<file path="src/sv/ptp_pkg.sv">
// Shared constants, types and the arctangent table for the steering controller.
package ptp_pkg;

  localparam int PiU = 205887;
  localparam int AngMax = 25736;
  localparam logic [23:0] KinvQ24 = 24'd10188014;

  typedef enum logic [2:0] {
    REG_GOAL_X    = 3'd0,
    REG_GOAL_Y    = 3'd1,
    REG_PLAN_RDY  = 3'd2,
    REG_ANG_TOL   = 3'd3,
    REG_POS_TOL   = 3'd4,
    REG_ROT_THR   = 3'd5
  } reg_idx_t;

  // arctangent of 2^-i in 2^-16 rad, rounded; zero past stage 16
  function automatic logic signed [19:0] atan_tab(input logic [5:0] i);
    case (i)
      6'd0:  atan_tab = 20'sd51472;
      6'd1:  atan_tab = 20'sd30385;
      6'd2:  atan_tab = 20'sd16055;
      6'd3:  atan_tab = 20'sd8150;
      6'd4:  atan_tab = 20'sd4091;
      6'd5:  atan_tab = 20'sd2047;
      6'd6:  atan_tab = 20'sd1024;
      6'd7:  atan_tab = 20'sd512;
      6'd8:  atan_tab = 20'sd256;
      6'd9:  atan_tab = 20'sd128;
      6'd10: atan_tab = 20'sd64;
      6'd11: atan_tab = 20'sd32;
      6'd12: atan_tab = 20'sd16;
      6'd13: atan_tab = 20'sd8;
      6'd14: atan_tab = 20'sd4;
      6'd15: atan_tab = 20'sd2;
      6'd16: atan_tab = 20'sd1;
      default: atan_tab = 20'sd0;
    endcase
  endfunction

endpackage

</file>
<file path="src/sv/ptp_cordic.sv">
// Pipelined vectoring CORDIC: one stage per iteration, angle and scaled length.
module ptp_cordic #(
  parameter int STAGES = 16,
  parameter int W = 36,
  parameter int SW = 8
) (
  input  logic                clk,
  input  logic                en,
  input  logic signed [W-1:0] x_in,
  input  logic signed [W-1:0] y_in,
  input  logic [SW-1:0]       side_in,
  output logic signed [19:0]  ang,
  output logic [W-1:0]        mag,
  output logic [SW-1:0]       side_out
);
  logic signed [W-1:0] xs [0:STAGES];
  logic signed [W-1:0] ys [0:STAGES];
  logic signed [19:0]  zs [0:STAGES];
  logic                zr [0:STAGES];
  logic [SW-1:0]       sd [0:STAGES];

  // pre-rotation by pi for the left half plane
  always_ff @(posedge clk) begin
    if (en) begin
      zr[0] <= (x_in == '0) && (y_in == '0);
      sd[0] <= side_in;
      if (x_in < 0) begin
        xs[0] <= -x_in;
        ys[0] <= -y_in;
        zs[0] <= (y_in >= 0) ? 20'(ptp_pkg::PiU) : -20'(ptp_pkg::PiU);
      end else begin
        xs[0] <= x_in;
        ys[0] <= y_in;
        zs[0] <= '0;
      end
    end
  end

  for (genvar i = 0; i < STAGES; i++) begin : g_stage
    always_ff @(posedge clk) begin
      if (en) begin
        zr[i+1] <= zr[i];
        sd[i+1] <= sd[i];
        if (ys[i] >= 0) begin
          xs[i+1] <= xs[i] + (ys[i] >>> i);
          ys[i+1] <= ys[i] - (xs[i] >>> i);
          zs[i+1] <= zs[i] + ptp_pkg::atan_tab(6'(i));
        end else begin
          xs[i+1] <= xs[i] - (ys[i] >>> i);
          ys[i+1] <= ys[i] + (xs[i] >>> i);
          zs[i+1] <= zs[i] - ptp_pkg::atan_tab(6'(i));
        end
      end
    end
  end

  assign ang      = zr[STAGES] ? '0 : zs[STAGES];
  assign mag      = zr[STAGES] ? '0 : xs[STAGES];
  assign side_out = sd[STAGES];
endmodule

</file>
<file path="config.mk">
export PLATFORM = sky130hd
export DESIGN_NAME = ptp_cordic
export DESIGN_NICKNAME = d
export VERILOG_FILES = /design/src/sv/ptp_pkg.sv /design/src/sv/ptp_cordic.sv
export SDC_FILE = /design/constraint.sdc
export NUM_CORES = 2
export LEC_CHECK = 0
export BUFFER_PORTS_ARGS = -buffer_cell sky130_fd_sc_hd__clkbuf_2
export CORE_ASPECT_RATIO = 1.1
export CORE_UTILIZATION = 53
export CTS_BUF_LIST = sky130_fd_sc_hd__clkbuf_4 sky130_fd_sc_hd__clkbuf_8
export CTS_CLUSTER_SIZE = 8
export DETAILED_ROUTE_END_ITERATION = 12
export PLACE_DENSITY = 0.79
export SLEW_MARGIN = 15
export SYNTH_ARGS = -nofsm -noshare
export SYNTH_HDL_FRONTEND = slang
export SYNTH_SLANG_ARGS = --single-unit
</file>
<file path="constraint.sdc">
create_clock -name clk -period 5.5 [get_ports clk]
set_input_delay 0.55 -clock clk [delete_from_list [all_inputs] [get_ports clk]]
set_output_delay 0.55 -clock clk [all_outputs]
set_load 0.02 [all_outputs]
</file>
---- Word level (Yosys, flattened, before mapping) ----
Memories as Yosys holds them, arrays and structs flattened.
Cells that the tools add are included.
operators by class
  add/subtract/negate cells ............... 97
  order comparisons ....................... 18
  multiplexer cells ....................... 158
  bitwise logic cells ..................... 51
  reduce and logical (&&, ||, !) cells .... 3
operators with widths
  cell                                                                                  number
  36-bit 2-to-1 mux                                                                     35
  36-bit by 1-bit greater-or-equal comparator with 1-bit output, second input constant  17
  20-bit 2-to-1 mux                                                                     19
  1-bit 2-to-1 mux                                                                      104
  36-bit by 21-bit adder with 36-bit output                                             2
  36-bit by 22-bit adder with 36-bit output                                             2
  36-bit by 23-bit adder with 36-bit output                                             2
  36-bit by 24-bit adder with 36-bit output                                             2
  36-bit by 25-bit adder with 36-bit output                                             2
  36-bit by 26-bit adder with 36-bit output                                             2
  36-bit by 27-bit adder with 36-bit output                                             2
  36-bit by 28-bit adder with 36-bit output                                             2
  36-bit by 29-bit adder with 36-bit output                                             2
  36-bit by 30-bit adder with 36-bit output                                             2
  36-bit by 31-bit adder with 36-bit output                                             2
  36-bit by 32-bit adder with 36-bit output                                             2
  36-bit by 33-bit adder with 36-bit output                                             2
  36-bit by 34-bit adder with 36-bit output                                             2
  36-bit by 35-bit adder with 36-bit output                                             2
  36-bit zero test                                                                      2
  36-bit negation                                                                       2
  36-bit by 21-bit subtractor with 36-bit output                                        2
  36-bit by 22-bit subtractor with 36-bit output                                        2
  36-bit by 23-bit subtractor with 36-bit output                                        2
  other kinds (47)                                                                      112
word-level totals
  register bits ........................... 0
  bits in writable memories ............... 1,717
  output and inout port bits .............. 64
  memories ................................ 5
memories
  name  depth  bits a word  rd ports  clocked after memory_dff  wr ports  line              source
  xs    17     36           17        0                         17        ptp_cordic.sv:16  logic signed [W-1:0] xs [0:STAGES];
  ys    17     36           16        0                         17        ptp_cordic.sv:17  logic signed [W-1:0] ys [0:STAGES];
  zs    17     20           17        0                         17        ptp_cordic.sv:18  logic signed [19:0] zs [0:STAGES];
  sd    17     8            17        0                         17        ptp_cordic.sv:20  logic [SW-1:0] sd [0:STAGES];
  zr    17     1            17        0                         17        ptp_cordic.sv:19  logic zr [0:STAGES];

---- Longest topological paths before layout ----
  word-level depth ........................ 5
  depth in mapped cells ................... 23
  depth with buffers taken out ............ 22

---- Least setup slack after synthesis ----
Ideal clock, no wire load.
  kind .................................... input port to flip-flop
  start point ............................. in en
  end point ............................... mem xs[4][32], data pin
  library setup time ...................... 0.261 ns
  arrival ................................. 5.309 ns
  data required time ...................... 5.239 ns
  setup slack ............................. -0.070 ns
  stages on the path ...................... 19
  path through ............................ clkbuf_1 clkbuf_1 clkbuf_1 nand2_1 clkbuf_1 buf_1 mux2i_1 fa_1 a211o_1 a21oi_2 o21bai_1 a221o_1 o211a_1 o41a_1 a41o_1 o41a_1 a21o_1 a211o_1 xor2_1
RTL lines
  item         line              source
  from (decl)  ptp_cordic.sv:8   input logic en,
  to (decl)    ptp_cordic.sv:16

==> key figures <==
Floorplan
  • Rows: 192
  • Core footprint: 0.2489 mm²
  • I/O pin total: 146
  • Die X: 479.1 µm
  • Initial core utilization: 53.32%
  • Die Y: 526.8 µm
  • Die area: 0.2524 mm²

STA
  • Fin Clk Skew: 93.14 ps
  • Total negative setup slack: 0 ps
  • Fmax: 191.5 MHz
  • Worst slew margin: 21.50%
  • Tightest Pin Transition: 1173 ps
  • Minimum clock period: 5221 ps
  • Hold Vio Cnt, Final: 0
  • Setup violators final: 0
  • Fin crit share: 94.92%
  • Final max-slew violation count: 0

Placement
  • Number of port buffers: 145
  • GP Congestion: 0.9742
  • Detailed placement HPWL: 268.7 mm

Synth
  • Post-Syn Instances: 13759
  • #FFs+latches synth: 1645
  • Syn nets: 15266
  • Number of flops mapped to enable cells by yosys: 1645
  • Mapped cell area: 0.1327 mm²
  • Syn Area/Cell: 9.646 µm²
  • Distinct cells, synth: 82
  • Synth Flop Type: edfxtp_1
  • Synth Warn #: 0
  • Async S/R FF share, synth: 0%
  • Post-synthesis sequential area ratio: 37.22%

Drt
  • Per-cell routed wire length: 19.41 µm
  • Initial DRC count: 8551
  • DR pass1 iterations: 8
  • DRT antenna net count: 0
  • DR DRC count: 0
  • Via count: 105954
  • Final WL: 344.2 mm
  • Number of vias per cell: 5.975

Critical path
  • Worst EP required: 6280 ps
  • Worst Path Max Fanout: 6
  • WP data arrival: 6000 ps
  • CP startpoint kind: flip-flop
  • Critical path type: flip-flop to flip-flop
  • Critical path capture point type: flip-flop

Clock tree
  • Clk sinks: 1645
  • TritonCTS clock tree: built
  • CTS H-tree depth: 5
  • Number of buffers created by CTS: 305
  • Clock Path Buffers: 4
  • Root buffer cell: clkbuf_8
  • Clk pin slew, worst setup/hold paths: 60 ps
  • Worst-skew pair later-pin latency: 1080 ps

Layout
  • Final nets: 15727
  • Area grow syn2layout: 9.204%
  • Multi-input logic area: 0.08013 mm²
  • Fraction of layout cells with a size suffix above 1: 6.345%
  • FILL cells: 21342
  • Reg area: 0.04940 mm²

GRT
  • Initial antenna violation count: 5
  • Number of global-route vias before repair: 99895
  • First-pass GRT wire length: 537.1 mm
  • Remaining Overflow, GRT: 0
  • Gr usage total: 26.35%
  • Pin count of the biggest net entering global routing: 169

Min path
  • Worst min-delay path category: input port to flip-flop

Outcome
  • Run status: complete, no violations

Run
  • Max-Cap Viols: 0
worst max-delay path: stages (launching register included):
cell and delay [ps]:
edfxtp_1 480, nor4_2 410, nand2_1 150, nor4_2 330
and2_1 230, nor2_1 60, xnor2_1 130, ha_1 380
a21o_1 200, a21o_1 170, a21o_1 190, a2111oi_0 400
o2bb2ai_1 270, o21ai_0 280, a221o_1 460, a311oi_1 440
o21bai_1 110, a21oi_1 180, xnor2_1 90
cells in the final DEF, fill, tap and decap left out, types with 65 or more instances in the layout:
master	n
edfxtp_1	1645
ha_1	1373
a21oi_1	1323
xnor2_1	1243
nor2_1	1025
nand2_1	865
o21ai_0	840
xor2_1	751
a21o_1	601
inv_1	580
clkbuf_8	312
nor3_1	309
nand2b_1	281
nor2b_1	255
o31ai_1	216
nand3_1	210
o21a_1	204
o21bai_1	183
buf_4	181
clkbuf_2	144
dlygate4sd3_1	116
a31oi_1	114
o41ai_1	111
a211oi_1	107
and3_1	97
or3_1	90
nor4_1	89
nand4_1	84
clkinv_1	83
or4_1	75
and2_1	65
state kept, by name, indices dropped and copies added (netlist names):
signal,count
ys,560
zs,320
sd,136
zr,17
xs,612
per-layer routing:
metal	GRT usage [%]	wire [µm]	vias to the layer above
met2	43.31	159200	3427
met1	34.45	147600	49979
met4	11.67	15260	0
met3	3.772	22140	721
met5	0	0	-
li1	-	-	51827
Yosys cell counts (20+ instances only):
cell type	number	area (µm²)
o41ai_1	112	980.9
or4_1	75	563.0
inv_1	580	2177
xnor2_1	1243	10890
o21ai_0	844	4224
a21oi_1	1323	6621
a211oi_1	108	810.8
and3_1	97	606.8
nor2b_1	256	1602
or3_1	90	563.0
a311oi_1	25	219.0
a221oi_1	25	219.0
o211ai_1	51	382.9
a41oi_1	20	175.2
and4_1	21	183.9
a21boi_0	39	292.8
a31oi_1	114	713.2
o21bai_1	183	1374
nor3_1	316	1582
o31a_1	34	297.8
nand2_1	866	3251
xor2_1	751	6578
edfxtp_1	1645	49400
nand2b_1	281	1758
clkbuf_1	266	998.5
buf_1	22	82.58
nor4_1	95	594.3
nor2_1	1025	3847
or2_2	50	312.8
o21a_1	204	1531
o31ai_1	216	1622
a2111oi_0	22	192.7
fa_1	52	1041
a211o_1	26	227.7
and2_1	65	406.6
nand3b_1	33	247.7
ha_1	1373	17180
mux2i_1	43	430.4
a21o_1	601	4512
nand4_1	84	525.5
a31o_2	30	262.8
nand3_1	210	1051
cells by family (layout without fill, tap and decap cells):
family / after synthesis / in the layout / synth area share (%)
compound gates: 4146 / 4146 / 19.76
simple gates: 3607 / 3607 / 13.16
mux: 60 / 60 / 0.4686
buf+inv: 882 / 1543 / 2.501
fa+ha+maj: 1425 / 1425 / 13.73
other cells: 0 / 15 / 0
flops: 1645 / 1645 / 37.22
xor+xnor: 1994 / 1994 / 13.16
path summary, 6_finish.rpt:
kind / from / endpoint / slack [ps] / depth (start not counted)
worst max register to register: ys[8][8] / xs[9][34] / 280 / 18
worst min register to register: sd[0][50] / sd[0][58] / 390 / 0
worst max-delay path: ys[8][8] / xs[9][34] / 280 / 18
worst min-delay path: side_in[5] / sd[0][5] / 240 / 2
final cells by class:
cell class | instances | share of cell area [%]
flip-flops and latches | 1645 | 34.08
inverters | 589 | 1.525
multi-input cells | 11232 | 55.29
clock buffers | 375 | 3.289
diodes | 15 | 0.02590
well taps | 3298 | 2.847
clock inverters | 132 | 0.6199
repair buffers | 447 | 2.319
through the flow:
| stage | hold slack [ps] | setup slack [ps] | area, µm² | util (%) | std cells |
|---|---|---|---|---|---|
| 2_1_floorplan | 400.3 | 76.44 | 132700 | - | 13759 |
| 3_3_place_gp | 401.2 | 130.1 | 137900 | 55.43 | 17095 |
| 3_5_place_dp | 404.5 | 67.56 | 137900 | 55.43 | 17095 |
| 4_1_cts | 112.4 | 26.61 | 144800 | 58.17 | 17718 |
| 5_1_grt | 192.6 | -18.63 | 144900 | 58.23 | 17731 |
| 6_report | 242.0 | 279.3 | 144900 | 58.23 | 17733 |
repair_timing:
item / in CTS / in global routing
gates resized for setup: 0 / 27
hold buffers: 116 / 0
hold endpoints to repair: 92 / 0
setup buffers: 0 / 0
setup endpoints to repair: 0 / 35
Power is not shown: default switching activity piles up to over one toggle a cycle in this logic, so the estimate is an artifact.
